`src/hdl/dpcp_pkg.sv`:
```
// ----------------------------------------------------------------------------
// dpcp_pkg
// Shared types and constants for the copy/insert delta command parser.
// ----------------------------------------------------------------------------
package dpcp_pkg;

  // width of offsets, lengths and the old-file length
  localparam int unsigned LenBits = 24;
  // accumulators carry one extra bit so that saturation always fails the range check
  localparam int unsigned AccW    = LenBits + 1;

  // result queue geometry
  localparam int unsigned FifoDepth = 4;
  localparam int unsigned PtrW      = $clog2(FifoDepth);
  localparam int unsigned CntW      = $clog2(FifoDepth + 1);

  // stream characters
  localparam logic [7:0] CharPlus  = 8'h2B;
  localparam logic [7:0] CharHash  = 8'h23;
  localparam logic [7:0] CharComma = 8'h2C;
  localparam logic [7:0] CharCr    = 8'h0D;
  localparam logic [7:0] CharLf    = 8'h0A;
  localparam logic [7:0] CharZero  = 8'h30;
  localparam logic [7:0] CharNine  = 8'h39;

  typedef enum logic [1:0] {
    KindLit  = 2'd0,
    KindCopy = 2'd1,
    KindEnd  = 2'd2,
    KindErr  = 2'd3
  } kind_e;

  typedef enum logic [6:0] {
    PhIdle     = 7'b0000001,
    PhDelim    = 7'b0000010,
    PhLit      = 7'b0000100,
    PhOffFirst = 7'b0001000,
    PhOff      = 7'b0010000,
    PhLenFirst = 7'b0100000,
    PhLen      = 7'b1000000
  } phase_e;

  typedef struct packed {
    logic [7:0] byte_in;
    logic       stream_end;
  } in_item_t;

  typedef struct packed {
    kind_e              result_kind;
    logic [7:0]         literal_byte;
    logic [LenBits-1:0] copy_offset;
    logic [LenBits-1:0] copy_length;
    logic               last_result;
  } out_item_t;

  // results of one parse step: count (0..2) and the two slots
  typedef struct packed {
    logic [1:0]           n;
    out_item_t [1:0]      item;
  } res_t;

endpackage

```
`src/hdl/dpcp_parser.sv`:
```
// ----------------------------------------------------------------------------
// dpcp_parser
// Parse state and one-step decode of a registered stream byte into results.
// ----------------------------------------------------------------------------
module dpcp_parser (
  input  logic                          clk_i,
  input  logic                          rst_ni,
  input  logic                          fire_i,
  input  dpcp_pkg::in_item_t            item_i,
  input  logic [dpcp_pkg::LenBits-1:0]  old_length_i,
  output dpcp_pkg::res_t                res_o
);

  dpcp_pkg::phase_e              phase_q, phase_d;
  logic [7:0]                    delim_q, delim_d;
  logic [dpcp_pkg::AccW-1:0]     off_q, off_d;
  logic [dpcp_pkg::AccW-1:0]     len_q, len_d;

  logic [7:0] b;
  logic       eos;
  logic       is_digit;
  logic       is_plus;
  logic       is_hash;
  logic       is_crlf;
  logic       copy_ok;
  logic [dpcp_pkg::AccW:0] span;
  dpcp_pkg::res_t res;

  // decimal accumulate with saturation at all ones
  function automatic logic [dpcp_pkg::AccW-1:0] acc_digit(
    input logic [dpcp_pkg::AccW-1:0] a,
    input logic [7:0]                c
  );
    logic [dpcp_pkg::AccW+3:0] p;
    logic [3:0]                dg;
    dg = 4'(c - dpcp_pkg::CharZero);
    p  = ({4'b0, a} << 3) + ({4'b0, a} << 1) + {{dpcp_pkg::AccW{1'b0}}, dg};
    if (|p[dpcp_pkg::AccW+3:dpcp_pkg::AccW]) begin
      return {dpcp_pkg::AccW{1'b1}};
    end
    return p[dpcp_pkg::AccW-1:0];
  endfunction

  // byte classification
  assign b        = item_i.byte_in;
  assign eos      = item_i.stream_end;
  assign is_digit = !eos && (b >= dpcp_pkg::CharZero) && (b <= dpcp_pkg::CharNine);
  assign is_plus  = (b == dpcp_pkg::CharPlus);
  assign is_hash  = (b == dpcp_pkg::CharHash);
  assign is_crlf  = (b == dpcp_pkg::CharCr) || (b == dpcp_pkg::CharLf);

  // range check of the pending copy against the old file
  assign span    = {1'b0, off_q} + {1'b0, len_q};
  assign copy_ok = (off_q < {1'b0, old_length_i}) && (span <= {2'b0, old_length_i});

  // next state and results of one step
  always_comb begin
    phase_d = phase_q;
    delim_d = delim_q;
    off_d   = off_q;
    len_d   = len_q;
    res     = '0;
    case (phase_q)
      dpcp_pkg::PhIdle: begin
        if (eos) begin
          res.n = 2'd1;
          res.item[0].result_kind = dpcp_pkg::KindEnd;
        end else if (is_plus) begin
          phase_d = dpcp_pkg::PhDelim;
        end else if (is_hash) begin
          off_d   = '0;
          len_d   = '0;
          phase_d = dpcp_pkg::PhOffFirst;
        end else if (!is_crlf) begin
          res.n = 2'd1;
          res.item[0].result_kind = dpcp_pkg::KindErr;
        end
      end
      dpcp_pkg::PhDelim: begin
        if (eos) begin
          res.n = 2'd1;
          res.item[0].result_kind = dpcp_pkg::KindErr;
          phase_d = dpcp_pkg::PhIdle;
        end else begin
          delim_d = b;
          phase_d = dpcp_pkg::PhLit;
        end
      end
      dpcp_pkg::PhLit: begin
        if (eos) begin
          res.n = 2'd1;
          res.item[0].result_kind = dpcp_pkg::KindErr;
          phase_d = dpcp_pkg::PhIdle;
        end else if (b == delim_q) begin
          phase_d = dpcp_pkg::PhIdle;
        end else begin
          res.n = 2'd1;
          res.item[0].result_kind  = dpcp_pkg::KindLit;
          res.item[0].literal_byte = b;
        end
      end
      dpcp_pkg::PhOffFirst, dpcp_pkg::PhOff: begin
        if (is_digit) begin
          off_d   = acc_digit(off_q, b);
          phase_d = dpcp_pkg::PhOff;
        end else if (!eos && b == dpcp_pkg::CharComma && phase_q == dpcp_pkg::PhOff) begin
          phase_d = dpcp_pkg::PhLenFirst;
        end else begin
          res.n = 2'd1;
          res.item[0].result_kind = dpcp_pkg::KindErr;
          phase_d = dpcp_pkg::PhIdle;
        end
      end
      dpcp_pkg::PhLenFirst: begin
        if (is_digit) begin
          len_d   = acc_digit(len_q, b);
          phase_d = dpcp_pkg::PhLen;
        end else begin
          res.n = 2'd1;
          res.item[0].result_kind = dpcp_pkg::KindErr;
          phase_d = dpcp_pkg::PhIdle;
        end
      end
      dpcp_pkg::PhLen: begin
        if (is_digit) begin
          len_d = acc_digit(len_q, b);
        end else begin
          phase_d = dpcp_pkg::PhIdle;
          res.n   = 2'd1;
          if (!copy_ok) begin
            res.item[0].result_kind = dpcp_pkg::KindErr;
          end else begin
            res.item[0].result_kind = dpcp_pkg::KindCopy;
            res.item[0].copy_offset = off_q[dpcp_pkg::LenBits-1:0];
            res.item[0].copy_length = len_q[dpcp_pkg::LenBits-1:0];
            // closing byte is parsed as the next command
            if (eos) begin
              res.n = 2'd2;
              res.item[1].result_kind = dpcp_pkg::KindEnd;
            end else if (is_plus) begin
              phase_d = dpcp_pkg::PhDelim;
            end else if (is_hash) begin
              off_d   = '0;
              len_d   = '0;
              phase_d = dpcp_pkg::PhOffFirst;
            end else if (!is_crlf) begin
              res.n = 2'd2;
              res.item[1].result_kind = dpcp_pkg::KindErr;
            end
          end
        end
      end
      default: begin
        phase_d = dpcp_pkg::PhIdle;
        res.n   = 2'd1;
        res.item[0].result_kind = dpcp_pkg::KindErr;
      end
    endcase
    // mark the final result of this step
    if (res.n == 2'd1) begin
      res.item[0].last_result = 1'b1;
    end else if (res.n == 2'd2) begin
      res.item[1].last_result = 1'b1;
    end
  end

  assign res_o = res;

  // parse state registers
  always_ff @(posedge clk_i or negedge rst_ni) begin
    if (!rst_ni) begin
      phase_q <= dpcp_pkg::PhIdle;
      delim_q <= '0;
      off_q   <= '0;
      len_q   <= '0;
    end else if (fire_i) begin
      phase_q <= phase_d;
      delim_q <= delim_d;
      off_q   <= off_d;
      len_q   <= len_d;
    end
  end

`ifndef SYNTHESIS
  // a copy descriptor only comes out when a length was being parsed
  assert property (@(posedge clk_i) disable iff (!rst_ni)
    fire_i && res_o.n != 2'd0 && res_o.item[0].result_kind == dpcp_pkg::KindCopy
    |-> phase_q == dpcp_pkg::PhLen)
    else $error("copy result outside of length phase");

  // two results per step only follow a valid copy
  assert property (@(posedge clk_i) disable iff (!rst_ni)
    fire_i && res_o.n == 2'd2 |-> res_o.item[0].result_kind == dpcp_pkg::KindCopy)
    else $error("double result without copy");
`endif

endmodule

```
`src/hdl/dpcp_res_fifo.sv`:
```
// ----------------------------------------------------------------------------
// dpcp_res_fifo
// Small result queue: takes up to two results per cycle, delivers one.
// ----------------------------------------------------------------------------
module dpcp_res_fifo (
  input  logic                 clk_i,
  input  logic                 rst_ni,
  input  logic                 push_i,
  input  dpcp_pkg::res_t       res_i,
  output logic                 space_o,
  output logic                 out_valid_o,
  input  logic                 out_ready_i,
  output dpcp_pkg::out_item_t  out_data_o
);

  dpcp_pkg::out_item_t           mem [dpcp_pkg::FifoDepth];
  logic [dpcp_pkg::PtrW-1:0]     wptr_q, wptr_d;
  logic [dpcp_pkg::PtrW-1:0]     rptr_q, rptr_d;
  logic [dpcp_pkg::CntW-1:0]     count_q, count_d;
  logic [1:0]                    push_n;
  logic                          pop;

  assign push_n      = push_i ? res_i.n : 2'd0;
  assign pop         = out_valid_o && out_ready_i;
  assign out_valid_o = (count_q != '0);
  assign out_data_o  = mem[rptr_q];
  // room for a full two-result step
  assign space_o     = (count_q <= dpcp_pkg::CntW'(dpcp_pkg::FifoDepth - 2));

  // pointer and fill bookkeeping
  always_comb begin
    wptr_d  = wptr_q + dpcp_pkg::PtrW'(push_n);
    rptr_d  = rptr_q + dpcp_pkg::PtrW'(pop);
    count_d = count_q + dpcp_pkg::CntW'(push_n) - dpcp_pkg::CntW'(pop);
  end

  always_ff @(posedge clk_i or negedge rst_ni) begin
    if (!rst_ni) begin
      wptr_q  <= '0;
      rptr_q  <= '0;
      count_q <= '0;
    end else begin
      wptr_q  <= wptr_d;
      rptr_q  <= rptr_d;
      count_q <= count_d;
    end
  end

  // storage writes
  always_ff @(posedge clk_i) begin
    if (push_n != 2'd0) begin
      mem[wptr_q] <= res_i.item[0];
    end
    if (push_n == 2'd2) begin
      mem[wptr_q + dpcp_pkg::PtrW'(1)] <= res_i.item[1];
    end
  end

`ifndef SYNTHESIS
  // fill never goes past the depth
  assert property (@(posedge clk_i) disable iff (!rst_ni)
    count_q <= dpcp_pkg::CntW'(dpcp_pkg::FifoDepth))
    else $error("result queue overflow");

  // a push only happens with room for both slots
  assert property (@(posedge clk_i) disable iff (!rst_ni)
    push_n != 2'd0 |-> space_o)
    else $error("push into full result queue");
`endif

endmodule

```
`src/hdl/delta_patch_command_parser.sv`:
```
// ----------------------------------------------------------------------------
// delta_patch_command_parser
// Copy/insert delta stream parser: bytes in, literals and copy descriptors out.
// ----------------------------------------------------------------------------
// Usage:
//   in channel  (in_valid_i/in_ready_o/in_data_i): one stream byte per
//     transaction, or a stream_end marker.
//   out channel (out_valid_o/out_ready_i/out_data_o): literal, copy, end or
//     error results; last_result marks the final result of one input byte.
//   cfg channel (cfg_valid_i/cfg_ready_o/cfg_data_i): writes old_length,
//     always ready; write it only while no transaction is in flight.
// Path: the input byte is registered, parsed combinationally and written
//   into a four-entry result queue, whose fill count drives out_valid_o.
// Throughput: one byte per cycle while the queue has room for two results;
//   a byte giving two results (copy closed by the stream end or an unknown
//   byte) leaves an extra result to drain when the receiver only takes one
//   result per cycle.
// Reset: parser returns to idle, queue empties, old_length clears to zero.
// Stall: when the receiver holds out_ready_i low the queue fills and
//   in_ready_o drops once fewer than two free entries remain.
// ----------------------------------------------------------------------------
module delta_patch_command_parser (
  input  logic                          clk_i,
  input  logic                          rst_ni,
  input  logic                          in_valid_i,
  output logic                          in_ready_o,
  input  dpcp_pkg::in_item_t            in_data_i,
  output logic                          out_valid_o,
  input  logic                          out_ready_i,
  output dpcp_pkg::out_item_t           out_data_o,
  input  logic                          cfg_valid_i,
  output logic                          cfg_ready_o,
  input  logic [dpcp_pkg::LenBits-1:0]  cfg_data_i
);

  logic                          in_valid_q;
  dpcp_pkg::in_item_t            in_item_q;
  logic [dpcp_pkg::LenBits-1:0]  old_length_q;
  logic                          space;
  logic                          fire;
  dpcp_pkg::res_t                res;

  // handshakes
  assign cfg_ready_o = 1'b1;
  assign fire        = in_valid_q && space;
  assign in_ready_o  = !in_valid_q || fire;

  // configuration register
  always_ff @(posedge clk_i or negedge rst_ni) begin
    if (!rst_ni) begin
      old_length_q <= '0;
    end else if (cfg_valid_i && cfg_ready_o) begin
      old_length_q <= cfg_data_i;
    end
  end

  // input register
  always_ff @(posedge clk_i or negedge rst_ni) begin
    if (!rst_ni) begin
      in_valid_q <= 1'b0;
    end else if (in_ready_o) begin
      in_valid_q <= in_valid_i;
    end
  end

  always_ff @(posedge clk_i) begin
    if (in_valid_i && in_ready_o) begin
      in_item_q <= in_data_i;
    end
  end

  // parse step
  dpcp_parser u_parser (
    .clk_i        (clk_i),
    .rst_ni       (rst_ni),
    .fire_i       (fire),
    .item_i       (in_item_q),
    .old_length_i (old_length_q),
    .res_o        (res)
  );

  // result queue
  dpcp_res_fifo u_fifo (
    .clk_i       (clk_i),
    .rst_ni      (rst_ni),
    .push_i      (fire),
    .res_i       (res),
    .space_o     (space),
    .out_valid_o (out_valid_o),
    .out_ready_i (out_ready_i),
    .out_data_o  (out_data_o)
  );

endmodule

```
`config.mk`:
```
export PLATFORM = sky130hd
export DESIGN_NAME = delta_patch_command_parser
export DESIGN_NICKNAME = d
export VERILOG_FILES = /design/src/hdl/dpcp_pkg.sv /design/src/hdl/dpcp_parser.sv /design/src/hdl/dpcp_res_fifo.sv /design/src/hdl/delta_patch_command_parser.sv
export SDC_FILE = /design/constraint.sdc
export NUM_CORES = 1
export LEC_CHECK = 0
export ABC_AREA = 1
export BUFFER_PORTS_ARGS = -buffer_cell sky130_fd_sc_hd__buf_2
export CAP_MARGIN = 20
export CORE_ASPECT_RATIO = 1.75
export CORE_MARGIN = 4
export CORE_UTILIZATION = 45
export CTS_BUF_LIST = sky130_fd_sc_hd__clkbuf_4
export CTS_CLUSTER_SIZE = 20
export DETAILED_ROUTE_END_ITERATION = 8
export GPL_TIMING_DRIVEN = 0
export PLACE_DENSITY_LB_ADDON = 0.05
export SYNTH_ARGS = -nofsm -noshare
export SYNTH_HDL_FRONTEND = slang
export SYNTH_SLANG_ARGS = --single-unit
```
`constraint.sdc`:
```
create_clock -name clk_i -period 7.4 [get_ports clk_i]
set_input_delay 0.37 -clock clk_i [delete_from_list [all_inputs] [get_ports clk_i]]
set_output_delay 0.37 -clock clk_i [all_outputs]
set_load 0.02 [all_outputs]
```
# Word level (Yosys, flattened, before mapping)
# Memory sizes are Yosys's and may differ from the RTL's.
# Cells that the tools add are included.
word_totals:
  regBits: 106
  latch_bits: 0
  ramBits: 236
  rom_bits: 0
  inputBits: 38
  output_inout_bits: 62
  word_cells: 161
  n_memories: 1
memory_table:
  columns: ["memory", "depth", "width", "read_ports", "rd_clocked_by_memory_dff", "write_ports", "line", "rtl"]
  rows:
  - ["u_fifo.mem", 4, 59, 1, 0, 2, "dpcp_res_fifo.sv:16", "dpcp_pkg::out_item_t mem [dpcp_pkg::FifoDepth];"]
op_classes:
  n_addsub: 11
  n_mul: 0
  n_div: 0
  order_cmp: 5
  n_eq_ne: 24
  shifts: 0
  muxes: 85
  n_bitwise: 1
  n_reduce_logical: 23
ops:
  columns: ["cell", "count"]
  rows:
  - ["25-bit two-way mux", 17]
  - ["25-bit one-hot mux with 3 select lines", 2]
  - ["48-bit two-way mux", 3]
  - ["7-bit two-way mux", 11]
  - ["28-bit by 26-bit adder with 29-bit output", 2]
  - ["29-bit by 4-bit adder with 29-bit output", 2]
  - ["7-bit one-hot mux with 6 select lines", 1]
  - ["2-bit two-way mux", 17]
  - ["4-bit two-way mux", 7]
  - ["25-bit by 25-bit adder with 26-bit output", 1]
  - ["26-bit by 24-bit less-or-equal comparator with 1-bit output", 1]
  - ["25-bit by 24-bit less-than comparator with 1-bit output", 1]
  - ["8-bit by 6-bit == test with 1-bit output (second input constant)", 3]
  - ["8-bit two-way mux", 3]
  - ["2-bit one-hot mux with 6 select lines", 2]
  - ["1-bit two-way mux", 20]
  - ["8-bit by 4-bit == test with 1-bit output (second input constant)", 2]
  - ["5-bit AND reduction", 2]
  - ["3-bit nonzero test", 3]
  - ["8-bit == test", 1]
  - ["8-bit by 6-bit greater-or-equal comparator with 1-bit output (second input constant)", 1]
  - ["8-bit by 6-bit less-or-equal comparator with 1-bit output (second input constant)", 1]
  - ["1-bit logical AND", 8]
  - ["4-bit OR reduction", 2]
  - ["other kinds (29)", 36]

# Logic depth before layout (Yosys ltp)
# Gate-level depths: netlist (run 1).
depth:
  word_depth: 13
  mapped_depth: 34
  depth_no_buf: 33

# By module
# A second synthesis (run 1) with hierarchy kept.
hier_totals:
  hier_cells: 2981
  area_unflattened_um2: 23522.6
modules_own_cells:
  columns: ["mod", "instances", "cells_per_inst", "area_per_inst_um2", "seq_area_each_um2"]
  rows:
  - ["dpcp_res_fifo", 1, 1279, 11895.2, 7262.0]
  - ["dpcp_parser", 1, 1582, 10327.4, 1627.8]
  - ["delta_patch_command_parser", 1, 120, 1300.0, 895.9]

# Worst setup path after synthesis (run 1)
# No wires, ideal clock.
synth_path:
  path_kind: "register -> register"
  start: "register u_parser.off_q[0] (netlist name)"
  end: "register u_fifo.count_q[2] (netlist name)"
  setup_ps: 129
  arrival_time_ps: 4446
  t_required_ps: 7271
  path_slack_ps: 2825
  stages_incl_launch_ff: 29
  path_buffers: 0
  period_less_slack_ps: 4575
  path_cell_list: "dfrtp_1 ha_1 inv_1 fa_1 inv_1 nand2_1 nand2_1 nand3_1 nand2_1 a21oi_1 o21bai_1 a21oi_1 nor2_1 nor2_1 o21ai_0 a31oi_1 xor2_1 ha_1 nand2_1 nor3_2 nand4_1 nand2_1 nand2_1 inv_2 nand4_4 ha_1 fa_1 xnor2_1 xor2_1"
synth_between:
  elab_chain_len: 9
  elab_cells_between_ends: 10
  classes_between: "3 x add/sub; 2 x order compare; 4 x mux; 1 x reduce/logical"
synth_rtl:
  columns: ["element", "line", "rtl"]
  rows:
  - ["start: declaration", "dpcp_parser.sv:16", "logic [dpcp_pkg::AccW-1:0] off_q, off_d;"]
  - ["start signal: assignment", "dpcp_parser.sv:174", "off_q <= '0;"]
  - ["start signal: assignment", "dpcp_parser.sv:179", "off_q <= off_d;"]
  - ["25-bit by 25-bit adder with 26-bit output", "dpcp_parser.sv:53", "assign span = {1'b0, off_q} + {1'b0, len_q};"]
  - ["26-bit by 24-bit less-or-equal comparator with 1-bit output", "dpcp_parser.sv:54", "assign copy_ok = (off_q < {1'b0, old_length_i}) && (span <= {2'b0, old_length_i});"]
  - ["1-bit logical AND *", "dpcp_parser.sv:54", null]
  - ["4-bit two-way mux *", "dpcp_parser.sv:130", "if (!copy_ok) begin"]
  - ["4-bit two-way mux *", "dpcp_parser.sv:125", "if (is_digit) begin"]
  - ["2-bit one-hot mux with 6 select lines *", "dpcp_parser.sv:63", "case (phase_q)"]
  - ["2-bit two-way mux *", "dpcp_res_fifo.sv:23", "assign push_n = push_i ? res_i.n : 2'd0;"]
  - ["3-bit by 2-bit adder with 3-bit output *", "dpcp_res_fifo.sv:34", "count_d = count_q + dpcp_pkg::CntW'(push_n) - dpcp_pkg::CntW'(pop);"]
  - ["3-bit by 1-bit subtractor with 3-bit output *", "dpcp_res_fifo.sv:34", null]
  - ["named net u_fifo.count_d, one bit", "dpcp_res_fifo.sv:19", "logic [dpcp_pkg::CntW-1:0] count_q, count_d;"]
  - ["end signal: assignment", "dpcp_res_fifo.sv:45", "count_q <= count_d;"]
  - ["end: declaration", "dpcp_res_fifo.sv:19", null]
# Mark *: on every way through the listed nets, which the timed path passes. The rest lies on a longest branch.
# A chain may end at the register's enable or synchronous reset.

==> results of run 1 <==
[Yosys cell counts (39+ instances only)]
| master | number |
|---|---|
| sky130_fd_sc_hd__clkbuf_1 | 106 |
| sky130_fd_sc_hd__dfxtp_1 | 224 |
| sky130_fd_sc_hd__o21ai_0 | 206 |
| sky130_fd_sc_hd__nor3_1 | 42 |
| sky130_fd_sc_hd__buf_2 | 50 |
| sky130_fd_sc_hd__ha_1 | 175 |
| sky130_fd_sc_hd__nand3_1 | 234 |
| sky130_fd_sc_hd__nor2_1 | 502 |
| sky130_fd_sc_hd__inv_1 | 255 |
| sky130_fd_sc_hd__xor2_1 | 39 |
| sky130_fd_sc_hd__a21oi_1 | 302 |
| sky130_fd_sc_hd__nand2_1 | 599 |
| sky130_fd_sc_hd__dfrtp_1 | 96 |
| sky130_fd_sc_hd__o22ai_1 | 73 |
[state kept, by name, indices dropped and copies added (netlist names)]
name,flops
u_fifo.mem,236
u_parser.len_q,25
u_parser.off_q,25
old_length_q,24
in_item_q,9
u_parser.delim_q,8
u_parser.phase_q,7
u_fifo.count_q,3
u_fifo.rptr_q,2
u_fifo.wptr_q,2
in_valid_q,1
[power breakdown]
part           total, mW  switching (mW)  internal, mW  leakage (nW)
registers           3.04           0.399          2.64          3.37
logic               4.82            3.40          1.42          9.04
clock network       1.69           0.858         0.829         0.657
total               9.54            4.66          4.88          13.1
[worst min-delay path by stage]
stage | endpoint | slack, ns | cells after the start
floorplan | in_valid_q | 0.07 | 0
global placement | u_fifo.mem[2][53] | 0.46 | 2
detailed placement | old_length_q[2] | 0.35 | 1
CTS | old_length_q[7] | 0.008 | 2
global route | old_length_q[6] | 0.06 | 2
finish | old_length_q[10] | 0.02 | 2
[layer usage]
metal	track usage [%]	vias to the layer above	routed length, µm
met5	0	-	13
met4	25.6	2	7780
met3	4.81	345	4820
met2	60.3	869	44600
met1	34.2	10500	31200
li1	-	10900	-
[area by class of cell]
cell class	instances	area, µm²
clock buffer	135	1010
buffer	183	798
antenna	2	5.00
fill	5051	23200
tap	594	743
timing repair buffer	146	991
clock inverter	15	86.3
multi-input combinational	2329	12400
sequential	342	7540
inverter	267	1000
[what timing repair did]
action,CTS,global route
endpoints found under the hold margin,131,0
hold buffers,47,0
setup buffers,0,0
[through the flow]
stage                     hold slack [ns]  util [%]
after floorplan                    0.0744         -
after detailed placement            0.347      48.1
after global routing               0.0560      51.4
final                              0.0213      51.4
after CTS                         0.00785      51.4
after global placement              0.456      48.0
[logic make-up after synthesis]
logic type               count (synthesis)  synth area share, %
AO/OA/AOI/OAI                          647                 16.1
adder cells (fa/ha/maj)                181                 10.6
flip-flops                             342                 34.8
other                                    1               0.0173
buffers and inverters                  450                 8.30
XOR/XNOR                                77                 3.11
AND/OR/NAND/NOR                       1423                 27.1
==> qor.json, run 1 <==
{
  "status": {
    "status": "finished clean"
  },
  "job": {
    "cap_viol_max_count": 0
  },
  "synthesis": {
    "yosysTopAreaCellShare_pct": 20.7,
    "syn-cell-area_um2": 21700,
    "synthesized_instance_count": 3121,
    "synth_cell_type_count": 59,
    "synth_nets": 3340,
    "async_reset_ff_share_pct": 28.4,
    "ys_top_cells_by_area": "sky130_fd_sc_hd__dfxtp_1, sky130_fd_sc_hd__dfrtp_1, sky130_fd_sc_hd__nand2_1, sky130_fd_sc_hd__ha_1, sky130_fd_sc_hd__nor2_1",
    "synth.yosys.warnings": 0,
    "synth.ff_latch_count": 342,
    "yosys.area.top_type": "sky130_fd_sc_hd__dfxtp_1",
    "yosysSeqAreaShare_pct": 34.8,
    "number_of_synthesized_flops_with_an_enable_pin": 21,
    "synth_flop_cell": "sky130_fd_sc_hd__dfxtp_1",
    "avgSynthCellArea_um2": 6.95
  },
  "timing": {
    "timing.final.crit_share_pct": 86.2,
    "timing.fmax_ghz": 0.157,
    "tightest_slew_ns": 1.16,
    "grt_setup_unrepaired": "no",
    "slew_headroom_pct": 21.9,
    "setup_viol": 0,
    "finalWorstSetupSlack_ns": 1.02,
    "setup_tns_ns": 0,
    "period_needed_ns": 6.38,
    "finClkSkew_ns": 0.0644,
    "hold_viol_final": 0,
    "timing.final.max_slew_violations": 0
  },
  "global_route": {
    "grt_usage_pct": 33.3,
    "antenna_found_initial": 3,
    "number_of_global_route_vias_before_repair": 23000,
    "grt_pass1_wl_um": 133000,
    "globalRouteOverflowTotal": 0,
    "pin_count_of_the_biggest_net_entering_global_routing": 68
  },
  "die": {
    "core_area_um2": 47700,
    "fp.dieH_um": 298,
    "die_w_um": 174,
    "ios": 100,
    "floorplan.initialDensity_pct": 45.4,
    "dieArea_um2": 51900,
    "cell_rows": 106
  },
  "clocking": {
    "tritoncts": "built",
    "cts_repair_resize_count": 0,
    "cts_h_tree_depth": 3,
    "cts.path.max_buffers": 3,
    "root_buffer": "sky130_fd_sc_hd__clkbuf_4",
    "worstSkewPairLatency_ns": 0.84,
    "cts.sinks": 342,
    "cts-buffers-inserted": 88,
    "clk_pin_slew_ns": 0.06
  },
  "final_layout": {
    "layout.cell_area.non_filler_um2": 24500,
    "finish.net_count": 3576,
    "final_cell_mix": "sky130_fd_sc_hd__nand2_1, sky130_fd_sc_hd__nor2_1, sky130_fd_sc_hd__a21oi_1, sky130_fd_sc_hd__inv_1, sky130_fd_sc_hd__nand3_1",
    "area_growth_from_synthesis_to_final_layout_pct": 13.1,
    "final_layout_size_suffix_gt1_share_pct": 9.72,
    "layout_commonest_cell": "sky130_fd_sc_hd__nand2_1",
    "count_of_non_filler_cells_in_the_finished_layout": 4013
  },
  "worst_hold_path": {
    "worst_hold_startpoint": "cfg_valid_i",
    "class_of_the_worst_hold_path": "in -> reg"
  },
  "setup_path": {
    "crit_type": "reg -> reg",
    "reg_to_reg_slack_setup_ns": 1.02,
    "endpoint_kind": "flip-flop",
    "worstSetupEndpoint": "u_fifo.mem[0][57]",
    "timing.critical_path.mode_cell": "sky130_fd_sc_hd__nand2_1",
    "worstPathRequired_ns": 7.94,
    "total_buffers_and_inverters_traversed_by_the_critical_path": 5,
    "critical-path-max-stage-delay_ns": 0.68,
    "timing.critical_path.depth": 28,
    "path_delay_family": "simple AND/OR/NAND/NOR gates",
    "rr_endpoint": "u_fifo.mem[0][57]",
    "worstSetupStartpointType": "flip-flop",
    "worstPathMaxFanout": 10,
    "reg2reg_from": "u_parser.off_q[0]",
    "setup.worst_path.start": "u_parser.off_q[0]",
    "worstPathArrival_ns": 6.92,
    "depth_of_the_worst_register_to_register_path": 28,
    "highest_delay_cell_along_the_critical_path": "sky130_fd_sc_hd__dfrtp_1"
  },
  "drt": {
    "detail_route.first_pass.iterations": 5,
    "antenna_left": 0,
    "detailroute.via_count": 22600,
    "viasPerCell": 5.63,
    "drtIter0Drc": 1763,
    "drt_wl_total_um": 88400,
    "drc_errors": 0,
    "route.detailed.wl_per_inst_um": 22.0
  },
  "place": {
    "io_buffers": 97,
    "place.detailed.hpwl_um": 68000,
    "place_worst_setup_slack_ns": 1.01,
    "post_dp_area_um2": 23000,
    "place.gp.congestion": 0.947,
    "placed_cells": 3814
  },
  "pwr": {
    "power_per_cell_area_nw_per_um2": 389,
    "power.leakage_nw": 13.1,
    "ir_worst_vdd_v": 0.000201,
    "fin_total_pwr_mw": 9.54
  }
}
Note: power is estimated with default switching activity, not from simulation.
==> inputs of run 2 (changes only) <==
--- a/config.mk
+++ b/config.mk
@@ -18,4 +18,5 @@
 export PLACE_DENSITY_LB_ADDON = 0.05
 export SYNTH_ARGS = -nofsm -noshare
 export SYNTH_HDL_FRONTEND = slang
+export SYNTH_HIERARCHICAL = 1
 export SYNTH_SLANG_ARGS = --single-unit
==> qor.json, run 2 <==
{
  "drt": {
    "detailroute.via_count": 21700,
    "route.detailed.wl_per_inst_um": 19.5,
    "drc_errors": 0,
    "drt_wl_total_um": 78700,
    "antenna_left": 0,
    "drtIter0Drc": 1260,
    "detail_route.first_pass.iterations": 5,
    "viasPerCell": 5.37
  },
  "timing": {
    "slew_headroom_pct": 24.0,
    "finalWorstSetupSlack_ns": 1.22,
    "tightest_slew_ns": 1.14,
    "grt_setup_unrepaired": "no",
    "setup_viol": 0,
    "hold_viol_final": 0,
    "finClkSkew_ns": 0.0749,
    "timing.final.crit_share_pct": 83.5,
    "timing.final.max_slew_violations": 0,
    "timing.fmax_ghz": 0.162,
    "period_needed_ns": 6.18
  },
  "final_layout": {
    "largest_register_ffs": 236,
    "multi_input_comb_area_um2": 11900,
    "final_layout_size_suffix_gt1_share_pct": 12.0,
    "regMostFlops": "u_fifo/mem",
    "fillerInstances": 4990,
    "final_cell_mix": "sky130_fd_sc_hd__nand2_1, sky130_fd_sc_hd__o21ai_0, sky130_fd_sc_hd__nor2_1, sky130_fd_sc_hd__edfxtp_1, sky130_fd_sc_hd__inv_1",
    "finish.net_count": 3522,
    "layout_commonest_cell": "sky130_fd_sc_hd__nand2_1",
    "area_growth_from_synthesis_to_final_layout_pct": 15.0,
    "biggest_registers_after_layout": "u_fifo/mem (236), u_parser/len_q (25), u_parser/off_q (25)",
    "final-seq-area_um2": 9790
  },
  "synthesis": {
    "number_of_synthesized_flops_with_an_enable_pin": 245,
    "yosys.area.top_type": "sky130_fd_sc_hd__edfxtp_1",
    "yosysTopAreaCellShare_pct": 31.3,
    "synthesized_instance_count": 2981,
    "ys_top_cells_by_area": "sky130_fd_sc_hd__edfxtp_1, sky130_fd_sc_hd__nand2_1, sky130_fd_sc_hd__dfrtp_1, sky130_fd_sc_hd__o21ai_0, sky130_fd_sc_hd__ha_1",
    "synth_flop_cell": "sky130_fd_sc_hd__edfxtp_1",
    "synth_cell_type_count": 56,
    "ys_top_cells_by_count": "sky130_fd_sc_hd__nand2_1, sky130_fd_sc_hd__o21ai_0, sky130_fd_sc_hd__nor2_1, sky130_fd_sc_hd__edfxtp_1, sky130_fd_sc_hd__inv_1",
    "synth.most_common_cell": "sky130_fd_sc_hd__nand2_1",
    "synth.ff_latch_count": 342,
    "syn-cell-area_um2": 23500,
    "yosysSeqAreaShare_pct": 41.6,
    "synth.yosys.warnings": 6,
    "async_reset_ff_share_pct": 28.4,
    "avgSynthCellArea_um2": 7.89
  },
  "clocking": {
    "cts_setup_buffers": 0,
    "clk_pin_slew_ns": 0.07,
    "root_buffer": "sky130_fd_sc_hd__clkbuf_4",
    "cts-buffers-inserted": 82,
    "tritoncts": "built",
    "cts.path.max_buffers": 3,
    "cts_h_tree_depth": 3,
    "worstSkewPairLatency_ns": 0.82,
    "cts_repair_resize_count": 0,
    "cts.sinks": 342
  },
  "global_route": {
    "globalRouteOverflowTotal": 0,
    "grt_usage_pct": 27.6,
    "pin_count_of_the_biggest_net_entering_global_routing": 58,
    "number_of_global_route_vias_before_repair": 21900,
    "grt_pass1_wl_um": 121000,
    "antenna_found_initial": 3
  },
  "setup_path": {
    "worstSetupStartpointType": "flip-flop",
    "highest_delay_cell_along_the_critical_path": "sky130_fd_sc_hd__dfrtp_1",
    "reg_to_reg_slack_setup_ns": 1.22,
    "rr_endpoint": "u_fifo/mem[1][42]",
    "path_delay_family": "simple AND/OR/NAND/NOR gates",
    "worstPathArrival_ns": 6.68,
    "depth_of_the_worst_register_to_register_path": 32,
    "total_buffers_and_inverters_traversed_by_the_critical_path": 4,
    "crit_type": "reg -> reg",
    "worstPathMaxFanout": 31,
    "reg2reg_from": "u_parser/len_q[0]",
    "endpoint_kind": "flip-flop",
    "worstPathRequired_ns": 7.90,
    "critical-path-max-stage-delay_ns": 0.59
  },
  "die": {
    "die_w_um": 181,
    "ios": 100,
    "core_area_um2": 51600,
    "floorplan.initialDensity_pct": 45.6,
    "cell_rows": 110,
    "fp.dieH_um": 310,
    "dieArea_um2": 56100
  },
  "pwr": {
    "fin_total_pwr_mw": 6.39,
    "net-switching-power_mw": 2.59,
    "comb_power_share_pct": 37.1,
    "p_sw_share_pct": 40.4,
    "power.leakage_nw": 12.4,
    "ir_worst_vdd_v": 0.000116,
    "power_per_cell_area_nw_per_um2": 236,
    "reg_power_share_pct": 39.2,
    "power_frac_clock_pct": 23.7,
    "p_int_mw": 3.81
  },
  "place": {
    "place.gp.congestion": 0.917,
    "io_buffers": 97,
    "place_worst_setup_slack_ns": 1.25,
    "place.detailed.hpwl_um": 57800
  },
  "job": {
    "cap_viol_max_count": 0
  },
  "status": {
    "status": "finished clean"
  },
  "worst_hold_path": {
    "class_of_the_worst_hold_path": "in -> async"
  }
}
==> run 2: final cells by class <==
| type | instances | share of cell area, % |
|---|---|---|
| Multi-Input combinational cell | 2261 | 44.0 |
| Sequential cell | 342 | 36.2 |
| Timing Repair Buffer | 185 | 5.36 |
| Buffer | 185 | 4.26 |
| Inverter | 248 | 3.44 |
| Tap cell | 672 | 3.11 |
| Clock buffer | 110 | 3.05 |
| Clock inverter | 35 | 0.643 |
| Antenna cell | 1 | 0.00925 |
==> run 2: worst max-delay path by stage <==
| stage | slack, ns | endpoint | depth (start not counted) | from |
|---|---|---|---|---|
| after global placement | -0.69 | u_fifo/mem[1][41] | 31 | u_parser/len_q[0] |
| final | 1.22 | u_fifo/mem[1][42] | 32 | u_parser/len_q[0] |
| after CTS | 1.27 | u_fifo/mem[1][42] | 32 | u_parser/len_q[0] |
| after detailed placement | 1.25 | u_fifo/mem[1][33] | 32 | u_parser/len_q[0] |
| after global routing | 0.81 | u_fifo/mem[1][42] | 32 | u_parser/len_q[0] |
| after floorplan | 1.92 | u_fifo/mem[1][0] | 31 | u_parser/len_q[0] |
==> run 2: power by group through the flow <==
stage / combinational [mW] / clock [mW] / sequential (mW)
global placement: 2.26 / 0 / 2.57
finish: 2.37 / 1.52 / 2.50
floorplan: 1.44 / 0 / 2.52
global route: 2.61 / 1.66 / 2.53
CTS: 2.39 / 1.56 / 2.50
detailed placement: 2.34 / 0 / 2.54
==> run 2: worst reg2reg max path, delay by kind of cell, from the launching register on <==
kind,cells,cell delay [ns]
fa+ha+maj,3,1.00
xor+xnor,1,0.12
flops,1,0.59
buf+inv,4,1.06
simple gates,23,2.92
compound gates,1,0.24
==> run 2: cell families after synthesis <==
group	synth area share (%)
flip-flops	41.6
XOR/XNOR	2.76
AND/OR/NAND/NOR	21.9
other	0.0319
adder cells (fa/ha/maj)	9.71
AO/OA/AOI/OAI	15.2
buffers and inverters	8.86
==> run 2: through the flow <==
stage | cells | setup TNS (ns) | hold slack (ns) | area [µm²] | utilization, %
after global placement | 3805 | -148.81 | 0.464 | 25100 | 48.5
after global routing | 4039 | 0 | 0.169 | 27100 | 52.4
after CTS | 4038 | 0 | 0.0861 | 27000 | 52.4
after detailed placement | 3810 | 0 | 0.439 | 25200 | 48.9
after floorplan | 3036 | 0 | 0.0744 | 23700 | -
final | 4039 | 0 | 0.140 | 27100 | 52.4
==> run 2: what timing repair did <==
item / CTS / global route
endpoints found under the setup margin: 0 / 0
hold buffers: 83 / 0
endpoints found under the hold margin: 76 / 0
==> run 2: metal layers <==
layer / track usage, % / wire length, µm / vias to the layer above
li1: - / - / 10600
met3: 3.52 / 4150 / 222
met2: 52.5 / 41500 / 786
met1: 29.2 / 28400 / 10100
met4: 15.8 / 4560 / 2
met5: 0 / 12 / -
